`src/bsc_pkg.sv`:
```
package bsc_pkg;

    // Configuration port
    localparam int CFG_IDX_W  = 2;
    localparam int CFG_DATA_W = 13;

    typedef logic [CFG_IDX_W-1:0]  t_cfg_idx;
    typedef logic [CFG_DATA_W-1:0] t_cfg_data;

    typedef enum logic [CFG_IDX_W-1:0] {
        CFG_THRESHOLD = 2'd0,
        CFG_WIDTH     = 2'd1,
        CFG_HEIGHT    = 2'd2
    } t_cfg_reg;

    localparam logic [7:0]            RST_THRESHOLD = 8'd240;
    localparam logic [CFG_DATA_W-1:0] RST_WIDTH     = 13'd640;
    localparam logic [CFG_DATA_W-1:0] RST_HEIGHT    = 13'd480;

    // Accumulator widths
    localparam int SUM_W   = 36;
    localparam int COUNT_W = 25;
    localparam int POS_W   = 12;
    localparam int STEP_W  = $clog2(SUM_W);

    // Queue between front and back
    localparam int QUEUE_DEPTH = 4;
    localparam int QPTR_W      = $clog2(QUEUE_DEPTH);

    // Luma weights, 16-bit fixed point, sum to 65536
    localparam logic [16:0] LUMA_KR = 17'd19595;
    localparam logic [16:0] LUMA_KG = 17'd38470;
    localparam logic [16:0] LUMA_KB = 17'd7471;

    typedef struct packed {
        logic [7:0]         luma;
        logic               bright;
        logic               last;
        logic               none;
        logic [SUM_W-1:0]   num_x;
        logic [SUM_W-1:0]   num_y;
        logic [COUNT_W-1:0] den;
    } t_bsc_entry;

    typedef struct packed {
        logic [7:0]       luma;
        logic             bright;
        logic             frame_done;
        logic [POS_W-1:0] centroid_x;
        logic [POS_W-1:0] centroid_y;
        logic             none_bright;
    } t_bsc_result;

    // Weighted sum never exceeds 255 * 65536, so 24 bits hold it
    function automatic logic [7:0] bsc_luma(input logic [7:0] r, input logic [7:0] g,
                                            input logic [7:0] b);
        logic [23:0] acc;
        acc = 24'(LUMA_KR) * 24'(r) + 24'(LUMA_KG) * 24'(g) + 24'(LUMA_KB) * 24'(b);
        return acc[23:16];
    endfunction

endpackage

```
`src/bsc_pix_if.sv`:
```
interface bsc_pix_if;
    logic       valid;
    logic       ready;
    logic [7:0] red;
    logic [7:0] green;
    logic [7:0] blue;

    modport source (output valid, output red, output green, output blue, input ready);
    modport sink   (input valid, input red, input green, input blue, output ready);
endinterface

```
`src/bsc_res_if.sv`:
```
interface bsc_res_if;
    logic        valid;
    logic        ready;
    logic [7:0]  luma;
    logic        bright;
    logic        frame_done;
    logic [11:0] centroid_x;
    logic [11:0] centroid_y;
    logic        none_bright;

    modport source (output valid, output luma, output bright, output frame_done,
                    output centroid_x, output centroid_y, output none_bright,
                    input ready);
    modport sink   (input valid, input luma, input bright, input frame_done,
                    input centroid_x, input centroid_y, input none_bright,
                    output ready);
endinterface

```
`src/bright_spot_centroid.sv`:
```
// Channel | Dir | Handshake            | Payload
// i_pix   | in  | valid/ready, sink    | red, green, blue (8 each)
// o_res   | out | valid/ready, source  | luma, bright, frame_done, centroid_x/y, none_bright
// i_cfg   | in  | i_cfg_we write strobe | i_cfg_idx (0 thr, 1 width, 2 height), i_cfg_data
//
// One pixel per cycle through the front while the queue has room; one result per pixel
// leaves a registered output. A frame's last pixel with bright pixels goes through the
// shared restoring divider (one quotient bit per cycle for both axes), then ST_EMIT.
// A 4-entry queue lets the front keep taking pixels during the division; it stalls when full.
// Synchronous active-low reset clears counters, sums, queue and output; config returns to
// threshold 240, 640 x 480.
module bright_spot_centroid #(
    parameter int MAX_DIM = 4096
) (
    input  logic               i_clk,
    input  logic               i_rst_n,
    input  logic               i_cfg_we,
    input  bsc_pkg::t_cfg_idx  i_cfg_idx,
    input  bsc_pkg::t_cfg_data i_cfg_data,
    bsc_pix_if.sink            i_pix,
    bsc_res_if.source          o_res
);
    import bsc_pkg::*;

    logic       w_push, w_pop, w_full, w_q_valid;
    t_bsc_entry w_push_entry, w_head_entry;

    bsc_front #(
        .MAX_DIM (MAX_DIM)
    ) u_front (
        .i_clk      (i_clk),
        .i_rst_n    (i_rst_n),
        .i_cfg_we   (i_cfg_we),
        .i_cfg_idx  (i_cfg_idx),
        .i_cfg_data (i_cfg_data),
        .i_pix      (i_pix),
        .i_q_full   (w_full),
        .o_push     (w_push),
        .o_entry    (w_push_entry)
    );

    bsc_fifo u_fifo (
        .i_clk   (i_clk),
        .i_rst_n (i_rst_n),
        .i_push  (w_push),
        .i_entry (w_push_entry),
        .i_pop   (w_pop),
        .o_full  (w_full),
        .o_valid (w_q_valid),
        .o_entry (w_head_entry)
    );

    bsc_back u_back (
        .i_clk     (i_clk),
        .i_rst_n   (i_rst_n),
        .i_q_valid (w_q_valid),
        .i_entry   (w_head_entry),
        .o_pop     (w_pop),
        .o_res     (o_res)
    );

endmodule

```
`src/bsc_front.sv`:
```
module bsc_front #(
    parameter int MAX_DIM = 4096
) (
    input  logic                 i_clk,
    input  logic                 i_rst_n,
    input  logic                 i_cfg_we,
    input  bsc_pkg::t_cfg_idx    i_cfg_idx,
    input  bsc_pkg::t_cfg_data   i_cfg_data,
    bsc_pix_if.sink              i_pix,
    input  logic                 i_q_full,
    output logic                 o_push,
    output bsc_pkg::t_bsc_entry  o_entry
);
    import bsc_pkg::*;

    localparam int CNT_W = $clog2(MAX_DIM);
    localparam int DIM_W = $clog2(MAX_DIM + 1);

    logic [7:0]            r_thresh;
    logic [CFG_DATA_W-1:0] r_width;
    logic [CFG_DATA_W-1:0] r_height;

    logic [CNT_W-1:0]   r_col, n_col;
    logic [CNT_W-1:0]   r_row, n_row;
    logic [SUM_W-1:0]   r_sum_x, n_sum_x;
    logic [SUM_W-1:0]   r_sum_y, n_sum_y;
    logic [COUNT_W-1:0] r_count, n_count;

    logic [DIM_W-1:0] w_w_eff, w_h_eff;
    logic [7:0]       w_luma;
    logic             w_bright, w_row_end, w_last, w_accept;
    logic [POS_W-1:0] w_ctr_x, w_ctr_y;

    // Zero acts as one, oversize saturates
    function automatic logic [DIM_W-1:0] eff_dim(input logic [CFG_DATA_W-1:0] v);
        if (v == '0) begin
            return DIM_W'(1);
        end else if (32'(v) > 32'(MAX_DIM)) begin
            return DIM_W'(MAX_DIM);
        end
        return DIM_W'(v);
    endfunction

    // Write configuration registers
    always_ff @(posedge i_clk) begin
        if (!i_rst_n) begin
            r_thresh <= RST_THRESHOLD;
            r_width  <= RST_WIDTH;
            r_height <= RST_HEIGHT;
        end else if (i_cfg_we) begin
            case (i_cfg_idx)
                CFG_THRESHOLD: r_thresh <= i_cfg_data[7:0];
                CFG_WIDTH:     r_width  <= i_cfg_data;
                CFG_HEIGHT:    r_height <= i_cfg_data;
                default: ;
            endcase
        end
    end

    // Classify the pixel and find its place in the frame
    always_comb begin
        w_accept  = i_pix.valid && !i_q_full;
        w_w_eff   = eff_dim(r_width);
        w_h_eff   = eff_dim(r_height);
        w_luma    = bsc_luma(i_pix.red, i_pix.green, i_pix.blue);
        w_bright  = w_luma > r_thresh;
        w_row_end = DIM_W'(r_col) >= (w_w_eff - DIM_W'(1));
        w_last    = w_row_end && (DIM_W'(r_row) >= (w_h_eff - DIM_W'(1)));
        w_ctr_x   = POS_W'(w_w_eff >> 1);
        w_ctr_y   = POS_W'(w_h_eff >> 1);

        n_sum_x = w_bright ? r_sum_x + SUM_W'(r_col) : r_sum_x;
        n_sum_y = w_bright ? r_sum_y + SUM_W'(r_row) : r_sum_y;
        n_count = w_bright ? r_count + COUNT_W'(1) : r_count;

        if (w_last) begin
            n_col = '0;
            n_row = '0;
        end else if (w_row_end) begin
            n_col = '0;
            n_row = r_row + CNT_W'(1);
        end else begin
            n_col = r_col + CNT_W'(1);
            n_row = r_row;
        end
    end

    // Advance counters and sums, clear them after the last pixel
    always_ff @(posedge i_clk) begin
        if (!i_rst_n) begin
            r_col   <= '0;
            r_row   <= '0;
            r_sum_x <= '0;
            r_sum_y <= '0;
            r_count <= '0;
        end else if (w_accept) begin
            r_col <= n_col;
            r_row <= n_row;
            if (w_last) begin
                r_sum_x <= '0;
                r_sum_y <= '0;
                r_count <= '0;
            end else begin
                r_sum_x <= n_sum_x;
                r_sum_y <= n_sum_y;
                r_count <= n_count;
            end
        end
    end

    // Build the queue entry; centre goes straight into the numerator fields
    always_comb begin
        o_entry.luma   = w_luma;
        o_entry.bright = w_bright;
        o_entry.last   = w_last;
        o_entry.none   = w_last && (n_count == '0);
        o_entry.den    = n_count;
        if (!w_last) begin
            o_entry.num_x = '0;
            o_entry.num_y = '0;
        end else if (n_count == '0) begin
            o_entry.num_x = SUM_W'(w_ctr_x);
            o_entry.num_y = SUM_W'(w_ctr_y);
        end else begin
            o_entry.num_x = n_sum_x;
            o_entry.num_y = n_sum_y;
        end
    end

    assign o_push      = w_accept;
    assign i_pix.ready = !i_q_full;

    a_frame_clear: assert property (@(posedge i_clk) disable iff (!i_rst_n)
        (w_accept && w_last) |=> (r_col == '0 && r_row == '0 && r_count == '0))
        else $error("frame state not cleared after last pixel");

endmodule

```
`src/bsc_fifo.sv`:
```
module bsc_fifo (
    input  logic                 i_clk,
    input  logic                 i_rst_n,
    input  logic                 i_push,
    input  bsc_pkg::t_bsc_entry  i_entry,
    input  logic                 i_pop,
    output logic                 o_full,
    output logic                 o_valid,
    output bsc_pkg::t_bsc_entry  o_entry
);
    import bsc_pkg::*;

    t_bsc_entry        r_mem [QUEUE_DEPTH];
    logic [QPTR_W-1:0] r_wr_ptr;
    logic [QPTR_W-1:0] r_rd_ptr;
    logic [QPTR_W:0]   r_count;

    // Store pushed entries
    always_ff @(posedge i_clk) begin
        if (i_push) begin
            r_mem[r_wr_ptr] <= i_entry;
        end
    end

    // Track pointers and fill level
    always_ff @(posedge i_clk) begin
        if (!i_rst_n) begin
            r_wr_ptr <= '0;
            r_rd_ptr <= '0;
            r_count  <= '0;
        end else begin
            if (i_push) begin
                r_wr_ptr <= r_wr_ptr + QPTR_W'(1);
            end
            if (i_pop) begin
                r_rd_ptr <= r_rd_ptr + QPTR_W'(1);
            end
            if (i_push && !i_pop) begin
                r_count <= r_count + (QPTR_W+1)'(1);
            end else if (i_pop && !i_push) begin
                r_count <= r_count - (QPTR_W+1)'(1);
            end
        end
    end

    assign o_full  = r_count == (QPTR_W+1)'(QUEUE_DEPTH);
    assign o_valid = r_count != '0;
    assign o_entry = r_mem[r_rd_ptr];

    a_fill_up: assert property (@(posedge i_clk) disable iff (!i_rst_n)
        (i_push && !i_pop) |=> (r_count == $past(r_count) + (QPTR_W+1)'(1)))
        else $error("queue level did not rise on push");

endmodule

```
`src/bsc_back.sv`:
```
module bsc_back (
    input  logic                 i_clk,
    input  logic                 i_rst_n,
    input  logic                 i_q_valid,
    input  bsc_pkg::t_bsc_entry  i_entry,
    output logic                 o_pop,
    bsc_res_if.source            o_res
);
    import bsc_pkg::*;

    typedef enum logic [1:0] {
        ST_IDLE,
        ST_DIV,
        ST_EMIT
    } t_state;

    t_state             r_state;
    logic               r_out_valid;
    t_bsc_result        r_out;
    logic [7:0]         r_luma;
    logic               r_bright;
    logic [COUNT_W-1:0] r_den;
    logic [COUNT_W-1:0] r_rem_x, r_rem_y, n_rem_x, n_rem_y;
    logic [SUM_W-1:0]   r_quo_x, r_quo_y, n_quo_x, n_quo_y;
    logic [STEP_W-1:0]  r_step;

    logic [COUNT_W:0] w_sh_x, w_sh_y, w_sub_x, w_sub_y;
    logic             w_ge_x, w_ge_y, w_slot, w_pop, w_load;

    // One restoring division step for both axes
    always_comb begin
        w_sh_x  = {r_rem_x, r_quo_x[SUM_W-1]};
        w_sh_y  = {r_rem_y, r_quo_y[SUM_W-1]};
        w_ge_x  = w_sh_x >= {1'b0, r_den};
        w_ge_y  = w_sh_y >= {1'b0, r_den};
        w_sub_x = w_sh_x - {1'b0, r_den};
        w_sub_y = w_sh_y - {1'b0, r_den};
        n_rem_x = w_ge_x ? w_sub_x[COUNT_W-1:0] : w_sh_x[COUNT_W-1:0];
        n_rem_y = w_ge_y ? w_sub_y[COUNT_W-1:0] : w_sh_y[COUNT_W-1:0];
        n_quo_x = {r_quo_x[SUM_W-2:0], w_ge_x};
        n_quo_y = {r_quo_y[SUM_W-2:0], w_ge_y};
    end

    assign w_slot = !r_out_valid || o_res.ready;
    assign w_pop  = (r_state == ST_IDLE) && i_q_valid && w_slot;

    // Load the output register from a direct request or a finished division
    assign w_load = (w_pop && !(i_entry.last && !i_entry.none)) ||
                    ((r_state == ST_EMIT) && w_slot);

    // Pop requests, run the divider on frame ends, fill the output register
    always_ff @(posedge i_clk) begin
        if (!i_rst_n) begin
            r_state     <= ST_IDLE;
            r_out_valid <= 1'b0;
            r_step      <= '0;
        end else begin
            if (w_load) begin
                r_out_valid <= 1'b1;
            end else if (o_res.ready) begin
                r_out_valid <= 1'b0;
            end
            case (r_state)
                ST_IDLE: begin
                    if (w_pop) begin
                        if (i_entry.last && !i_entry.none) begin
                            r_luma   <= i_entry.luma;
                            r_bright <= i_entry.bright;
                            r_den    <= i_entry.den;
                            r_rem_x  <= '0;
                            r_rem_y  <= '0;
                            r_quo_x  <= i_entry.num_x;
                            r_quo_y  <= i_entry.num_y;
                            r_step   <= '0;
                            r_state  <= ST_DIV;
                        end else begin
                            r_out.luma        <= i_entry.luma;
                            r_out.bright      <= i_entry.bright;
                            r_out.frame_done  <= i_entry.last;
                            r_out.centroid_x  <= i_entry.num_x[POS_W-1:0];
                            r_out.centroid_y  <= i_entry.num_y[POS_W-1:0];
                            r_out.none_bright <= i_entry.none;
                        end
                    end
                end
                ST_DIV: begin
                    r_rem_x <= n_rem_x;
                    r_rem_y <= n_rem_y;
                    r_quo_x <= n_quo_x;
                    r_quo_y <= n_quo_y;
                    r_step  <= r_step + STEP_W'(1);
                    if (r_step == STEP_W'(SUM_W - 1)) begin
                        r_state <= ST_EMIT;
                    end
                end
                ST_EMIT: begin
                    if (w_slot) begin
                        r_out.luma        <= r_luma;
                        r_out.bright      <= r_bright;
                        r_out.frame_done  <= 1'b1;
                        r_out.centroid_x  <= r_quo_x[POS_W-1:0];
                        r_out.centroid_y  <= r_quo_y[POS_W-1:0];
                        r_out.none_bright <= 1'b0;
                        r_state           <= ST_IDLE;
                    end
                end
                default: r_state <= ST_IDLE;
            endcase
        end
    end

    assign o_pop             = w_pop;
    assign o_res.valid       = r_out_valid;
    assign o_res.luma        = r_out.luma;
    assign o_res.bright      = r_out.bright;
    assign o_res.frame_done  = r_out.frame_done;
    assign o_res.centroid_x  = r_out.centroid_x;
    assign o_res.centroid_y  = r_out.centroid_y;
    assign o_res.none_bright = r_out.none_bright;

    a_div_nonzero: assert property (@(posedge i_clk) disable iff (!i_rst_n)
        (r_state == ST_DIV) |-> (r_den != '0))
        else $error("divider running with zero count");

    a_pop_lands: assert property (@(posedge i_clk) disable iff (!i_rst_n)
        w_pop |=> (r_state == ST_DIV || r_out_valid))
        else $error("popped request went nowhere");

    a_emit_frame_end: assert property (@(posedge i_clk) disable iff (!i_rst_n)
        (r_state == ST_EMIT && w_slot) |=> (r_out_valid && r_out.frame_done))
        else $error("divided centroid not presented as frame end");

endmodule
```
`src/flat_wrapper.sv`:
```
// flat-port wrapper written by rule: the top's interface ports become plain ports
module bright_spot_centroid_flat import bsc_pkg::*;
#(
    parameter int MAX_DIM = 4096
)
  (i_clk, i_rst_n, i_cfg_we, i_cfg_idx, i_cfg_data, i_pix_valid, i_pix_red, i_pix_green, i_pix_blue, i_pix_ready, o_res_valid, o_res_luma, o_res_bright, o_res_frame_done, o_res_centroid_x, o_res_centroid_y, o_res_none_bright, o_res_ready);
  bsc_pix_if i_pix_i ();
  bsc_res_if o_res_i ();
  input  logic i_clk;
  input  logic i_rst_n;
  input  logic i_cfg_we;
  input  bsc_pkg::t_cfg_idx i_cfg_idx;
  input  bsc_pkg::t_cfg_data i_cfg_data;
  input wire logic [$bits(i_pix_i.valid)-1:0] i_pix_valid;
  input wire logic [$bits(i_pix_i.red)-1:0] i_pix_red;
  input wire logic [$bits(i_pix_i.green)-1:0] i_pix_green;
  input wire logic [$bits(i_pix_i.blue)-1:0] i_pix_blue;
  output wire logic [$bits(i_pix_i.ready)-1:0] i_pix_ready;
  output wire logic [$bits(o_res_i.valid)-1:0] o_res_valid;
  output wire logic [$bits(o_res_i.luma)-1:0] o_res_luma;
  output wire logic [$bits(o_res_i.bright)-1:0] o_res_bright;
  output wire logic [$bits(o_res_i.frame_done)-1:0] o_res_frame_done;
  output wire logic [$bits(o_res_i.centroid_x)-1:0] o_res_centroid_x;
  output wire logic [$bits(o_res_i.centroid_y)-1:0] o_res_centroid_y;
  output wire logic [$bits(o_res_i.none_bright)-1:0] o_res_none_bright;
  input wire logic [$bits(o_res_i.ready)-1:0] o_res_ready;
  assign i_pix_i.valid = i_pix_valid;
  assign i_pix_i.red = i_pix_red;
  assign i_pix_i.green = i_pix_green;
  assign i_pix_i.blue = i_pix_blue;
  assign i_pix_ready = i_pix_i.ready;
  assign o_res_valid = o_res_i.valid;
  assign o_res_luma = o_res_i.luma;
  assign o_res_bright = o_res_i.bright;
  assign o_res_frame_done = o_res_i.frame_done;
  assign o_res_centroid_x = o_res_i.centroid_x;
  assign o_res_centroid_y = o_res_i.centroid_y;
  assign o_res_none_bright = o_res_i.none_bright;
  assign o_res_i.ready = o_res_ready;
  bright_spot_centroid #(.MAX_DIM(MAX_DIM)) u_core (.i_clk(i_clk), .i_rst_n(i_rst_n), .i_cfg_we(i_cfg_we), .i_cfg_idx(i_cfg_idx), .i_cfg_data(i_cfg_data), .i_pix(i_pix_i), .o_res(o_res_i));
endmodule
```
`config.mk`:
```
export PLATFORM = sky130hd
export DESIGN_NAME = bright_spot_centroid_flat
export DESIGN_NICKNAME = d
export VERILOG_FILES = /design/src/bsc_pkg.sv /design/src/bsc_pix_if.sv /design/src/bsc_res_if.sv /design/src/bright_spot_centroid.sv /design/src/bsc_front.sv /design/src/bsc_fifo.sv /design/src/bsc_back.sv /design/src/flat_wrapper.sv
export SDC_FILE = /design/constraint.sdc
export NUM_CORES = 2
export LEC_CHECK = 0
export BUFFER_PORTS_ARGS = -buffer_cell sky130_fd_sc_hd__buf_2
export CORE_MARGIN = 4
export CORE_UTILIZATION = 64
export CTS_CLUSTER_SIZE = 12
export DETAILED_ROUTE_END_ITERATION = 12
export PLACE_DENSITY = 0.81
export SETUP_SLACK_MARGIN = 0.2
export SLEW_MARGIN = 0
export SYNTH_ARGS = -nofsm -noshare
export SYNTH_HDL_FRONTEND = slang
export SYNTH_SLANG_ARGS = --single-unit
```
`constraint.sdc`:
```
create_clock -name i_clk -period 13.4 [get_ports i_clk]
set_input_delay 2.68 -clock i_clk [delete_from_list [all_inputs] [get_ports i_clk]]
set_output_delay 2.68 -clock i_clk [all_outputs]
set_load 0.05 [all_outputs]
```
# Word level (Yosys, flattened, before mapping)
# Memories as Yosys holds them, arrays and structs flattened. A register that Yosys moved wholly into a read port is not among the register bits.
# Cells that the tools add are included.
# W data, S select, Z words.
[word_totals]
out_inout_bits = 37
wordCells = 157
reg_bits = 362
ramBits = 432
input_bits = 44
memories = 1
[memory_table]
columns = ["memory", "depth", "width", "read_ports", "rd_clocked_by_memory_dff", "write_ports", "line", "rtl"]
rows = [
  ["u_core.u_fifo.r_mem", 4, 108, 1, 1, 1, "bsc_fifo.sv:13", "t_bsc_entry r_mem [QUEUE_DEPTH];"],
]
[classes]
multipliers = 3
add_sub_neg = 16
order_cmp = 7
mux = 54
n_reduce_logical = 38
eq_ne = 11
[op_table]
columns = ["cell", "n"]
rows = [
  ["$mux W36", 8],
  ["$mux W25", 6],
  ["$mux W72", 2],
  ["$pmux W36 S2", 2],
  ["$mux W35", 3],
  ["$pmux W25 S2", 2],
  ["$mux W13", 6],
  ["$add A36 B12 Y36", 2],
  ["$pmux W35 S2", 1],
  ["$ge A26 B25 Y1", 2],
  ["$sub A25 B25 Y25", 2],
  ["$mux W12", 4],
  ["$mul A15 B8 Y23 const A", 2],
  ["$ge A12 B13 Y1", 2],
  ["$gt A13 B13 Y1 const B", 2],
  ["$logic_not A13 Y1", 2],
  ["$sub A13 B1 Y13 const B", 2],
  ["$add A25 B1 Y25 const B", 1],
  ["$logic_not A25 Y1", 1],
  ["$add A12 B1 Y12 const B", 2],
  ["$add A23 B24 Y24", 1],
  ["$add A24 B21 Y24", 1],
  ["$mul A13 B8 Y21 const A", 1],
  ["$mux W2", 6],
  ["26 further kinds", 66],
]

# Logic depth before layout (Yosys ltp)
[logic_depth]
word_depth = 9
ltp_mapped = 44
ltp_nobuf = 41

# By module
# From an unflattened synthesis, not the netlist that was laid out.
[hier_totals]
hier_cells = 3828
hier_area_um2 = 44311.2
[modules_own_cells]
columns = ["module", "area_each_um2", "instances", "cells_per_inst", "seq_area_each_um2"]
rows = [
  ["bsc_front", 17250.3, 1, 2166, 3103.0],
  ["bsc_fifo", 15990.3, 1, 607, 13152.6],
  ["bsc_back", 11070.6, 1, 1055, 5915.7],
]

# Worst setup path before layout
# Ideal clock, no wire load.
[synth_timing]
path_type = "input -> register"
start = "input i_pix_green[5]"
end = "memory u_core.u_fifo.r_mem[0][25] in the netlist's numbering, data pin"
path_stages = 40
arrival_ps = 12103
setup_slack_ps = 1031
path_cell_list = "ha_1 -> inv_1 -> fa_1 -> fa_1 -> inv_1 -> ha_1 -> and3b_1 -> o21a_1 -> o21a_1 -> o311a_1 -> o21a_1 -> nor2_1 -> xnor2_1 -> fa_1 -> fa_1 -> inv_1 -> fa_1 -> fa_1 -> [... 4 more ...] -> o31ai_1 -> a31oi_1 -> nand4_1 -> nand3_1 -> o41a_1 -> a21oi_1 -> xor3_1 -> ha_1 -> nand4_1 -> nor2_1 -> nor2_1 -> o21a_4 -> buf_2 -> o211ai_1 -> mux2i_1 -> nand4_1 -> nor3_4 -> mux2_2"
[synth_rtl]
columns = ["item", "line", "rtl"]
rows = [
  ["from (decl)", "flat_wrapper.sv:16", "input wire logic [$bits(i_pix_i.green)-1:0] i_pix_green;"],
  ["to (decl)", "bsc_fifo.sv:13", ""],
]

==> flow_metrics.env <==
export IMPL_status="finished, final reports clean"
export IMPL_p_total_uw=10910
export IMPL_vias=30780
export IMPL_setup_worst_path_start="i_pix_green[5]"
export IMPL_min_period_ns=12.64
export IMPL_worst_setup_path_start_kind="primary input"
export IMPL_dp_cells=4746
export IMPL_multi_input_area_mm2=0.02044
export IMPL_rsz0062_at_grt="no"
export IMPL_via_per_inst=6.276
export IMPL_synth_edf_count=623
export IMPL_seqPwrFrac_pct=32.6
export IMPL_initial_core_util_pct=64.56
export IMPL_fp_row_count=96
export IMPL_ir_worst_vdd_uv=328.1
export IMPL_die_w_um=271.0
export IMPL_tritoncts="done"
export IMPL_ff2ff_path_depth=20
export IMPL_slew_headroom_pct=18.66
export IMPL_cts_buffers_inserted=83
export IMPL_worstPathMaxFanout=19
export IMPL_chipHeight_um=271.0
export IMPL_finalSetupTns_ns=0
export IMPL_critPathCaptureType="flop"
export IMPL_wl_per_cell_um=21.43
export IMPL_rrSetupSlack_ns=7.49
export IMPL_worstSetupPathType="in2reg"
export IMPL_fin_crit_sh_pct=94.33
export IMPL_pwr_share_clk_pct=20.9
export IMPL_grt_pass1_vias=30460
export IMPL_grt_max_degree=123
export IMPL_swShare_pct=39.87
export IMPL_routabilityCongestion=0.9204
export IMPL_yosysSeqAreaShare_pct=50.07
export IMPL_layout_common_cells="edfxtp_1, nand2_1, inv_1, ha_1, a21oi_1"
export IMPL_antenna_found_initial=2
export IMPL_area_growth_pct=9.311
export IMPL_internal_power_uw=6561
export IMPL_nFillCells=4538
export IMPL_cts_htree_levels=3
export IMPL_firstDrtPassIters=6
export IMPL_core_area_mm2=0.06859
export IMPL_final_hold_viol_count=0
export IMPL_crit_slowest_cell="or4_4"
export IMPL_clk_latency_ns=0.66
export IMPL_slowest_delay_ns=0.64
export IMPL_wl_um=105100
export IMPL_cts_root_buf="clkbuf_16"
export IMPL_drc=0
export IMPL_worstPathArrival_ns=13.02
export IMPL_max_freq_mhz=79.11
export IMPL_ys_async_sr_fraction_pct=0
export IMPL_cts_sinks=796
export IMPL_p_sw_uw=4351
export IMPL_syn_avg_cell_area_um2=11.46
export IMPL_r2r_end="u_core.u_fifo.r_mem[3][65]"
export IMPL_p_comb_share_pct=46.5
export IMPL_dp_hpwl_um=68940
export IMPL_final_layout_size_suffix_gt1_share_pct=11.43
export IMPL_nets=4342
export IMPL_die_area_mm2=0.07346
export IMPL_syn_instance_count=3865
export IMPL_cts_buffer_depth=3
export IMPL_setup_viol=0
export IMPL_required_ns=13.78
export IMPL_grt_usage_pct=28.68
export IMPL_fin_skew_ns=0.03313
export IMPL_synth_warnings=0
export IMPL_grt_pass1_wl_um=167400
export IMPL_final_seq_area_mm2=0.02218
export IMPL_hp_class="reg2reg"
export IMPL_regToRegStartpoint="u_core.u_front.r_height[6]"
export IMPL_port_buffers=80
export IMPL_cap_viol_max_count=0
export IMPL_fin_cells=4904
export IMPL_ys_seq_elements=796
export IMPL_syn_nets=4305
export IMPL_synth_cell_area_mm2=0.04428
export IMPL_final_common_cell="edfxtp_1"
export IMPL_ant_nets=0
export IMPL_worst_pin_slew_ns=1.207
export IMPL_leakagePower_uw=0.01883
export IMPL_clk_transition_reported_paths_ns=0.06
export IMPL_slew_viol_final=0
export IMPL_endpoint="u_core.u_fifo.r_mem[2][31]"
export IMPL_grt_overflow=0
export IMPL_ios=81
export IMPL_ys_types=86
export IMPL_cts_hold_buf=0
export IMPL_drt_iter0_drc=3486
export IMPL_pwr_density_cell_mw_per_mm2=225.4
export IMPL_path_common_cell="fa_1"
export IMPL_synthFlopType="edfxtp_1"
## sequential cells by signal, indices dropped and copies added (netlist names), 13 cells and up, named ones only
name and cells:
u_core.u_front.r_count 25, u_core.u_front.r_sum_x 36, u_core.u_back.r_rem_y 25, u_core.u_front.r_sum_y 36, u_core.u_back.r_quo_y 36, u_core.u_front.r_height 13
u_core.u_fifo.r_mem 432, u_core.u_back.r_den 25, u_core.u_back.r_quo_x 36, u_core.u_front.r_width 13, u_core.u_back.r_rem_x 25
## critical path, delay by kind of cell
family | cells | cell delay (ns)
XOR/XNOR | 2 | 0.49
AO/OA/AOI/OAI | 12 | 2.54
buffers and inverters | 6 | 0.53
adder cells (fa/ha/maj) | 10 | 4.20
multiplexers | 2 | 0.54
AND/OR/NAND/NOR | 9 | 1.97
## cells in the mapped netlist, types with 23 or more instances
| library cell | n | area [µm²] |
|---|---|---|
| nand2_1 | 542 | 2034 |
| mux2_2 | 43 | 484.2 |
| edfxtp_1 | 623 | 18710 |
| inv_1 | 290 | 1089 |
| a21o_1 | 50 | 375.4 |
| o21a_1 | 29 | 217.7 |
| dfxtp_1 | 173 | 3463 |
| clkbuf_1 | 126 | 473.0 |
| mux4_2 | 108 | 2432 |
| ha_1 | 273 | 3416 |
| nand3_1 | 105 | 525.5 |
| xnor2_1 | 100 | 875.8 |
| or4_1 | 25 | 187.7 |
| and4_1 | 23 | 201.4 |
| or3_1 | 28 | 175.2 |
| o22ai_1 | 24 | 150.1 |
| a21oi_1 | 238 | 1191 |
| and2_1 | 25 | 156.4 |
| buf_1 | 26 | 97.59 |
| fa_1 | 123 | 2462 |
| nor3_1 | 61 | 305.3 |
| and3_1 | 43 | 269.0 |
| nand4_1 | 47 | 294.0 |
| xor2_1 | 85 | 744.5 |
| o21ai_0 | 98 | 490.5 |
| nor2_1 | 218 | 818.3 |
## power groups by stage
stage	clock (µW)	sequential (µW)	combinational, µW
3_3_place_gp	0	3590	4750
5_1_grt	2400	3580	5600
4_1_cts	2300	3560	5000
3_5_place_dp	0	3600	4910
6_report	2280	3560	5080
2_1_floorplan	0	3660	3470
## repair_timing
action / in CTS / in global routing
endpoints found under the setup margin: 0 / 284
setup buffers: 0 / 2
resized for setup: 0 / 8
## layer usage
layer	up-vias	wire length (µm)	global-route usage (%)
met3	254	8865	5.250
li1	14050	-	-
met2	1397	49420	46.19
met4	0	3483	9.465
met5	-	0	0
met1	15080	43310	39.99
## area by class of cell
class	instances	area share (%)
Antenna cell	1	0.005170
Clock buffer	130	4.862
Clock inverter	25	0.7161
Inverter	291	2.259
Multi-Input combinational cell	2601	42.24
Sequential cell	796	45.82
Tap cell	931	2.407
Timing Repair Buffer	129	1.691
## logic make-up (layout without fill, tap and decap cells)
| logic type | Yosys count | after routing | synth area share, % |
|---|---|---|---|
| simple gates | 1236 | 1236 | 13.12 |
| flops | 796 | 796 | 50.07 |
| compound gates | 615 | 615 | 8.777 |
| buf+inv | 468 | 575 | 4.075 |
| fa+ha+maj | 396 | 396 | 13.28 |
| xor+xnor | 186 | 186 | 3.713 |
| mux | 168 | 168 | 6.971 |
| other cells | 0 | 1 | 0 |
## per-stage QoR
stage	hold WS (ns)	worst slack (ns)	utilization (%)	area, µm²
2_1_floorplan	0.4479	1.031	-	44280
3_3_place_gp	0.4602	0.2118	66.55	45640
3_5_place_dp	0.4670	0.02994	66.55	45640
4_1_cts	0.4753	0.6591	70.49	48340
5_1_grt	0.4917	0.1853	70.57	48400
6_report	0.4787	0.7601	70.57	48400
## how the worst min path moves through the flow
stage | start | end | depth (start not counted) | slack (ns)
floorplan | u_core.u_front.r_sum_x[10] | u_core.u_front.r_sum_x[10] | 2 | 0.45
global placement | u_core.u_front.r_sum_y[2] | u_core.u_front.r_sum_y[2] | 2 | 0.46
detailed placement | u_core.u_front.r_sum_x[7] | u_core.u_front.r_sum_x[7] | 2 | 0.47
CTS | u_core.u_front.r_sum_x[7] | u_core.u_front.r_sum_x[7] | 2 | 0.48
global route | u_core.u_front.r_sum_y[4] | u_core.u_front.r_sum_y[4] | 2 | 0.49
finish | u_core.u_front.r_sum_x[7] | u_core.u_front.r_sum_x[7] | 2 | 0.48
Note: power is estimated with default switching activity, not from simulation.
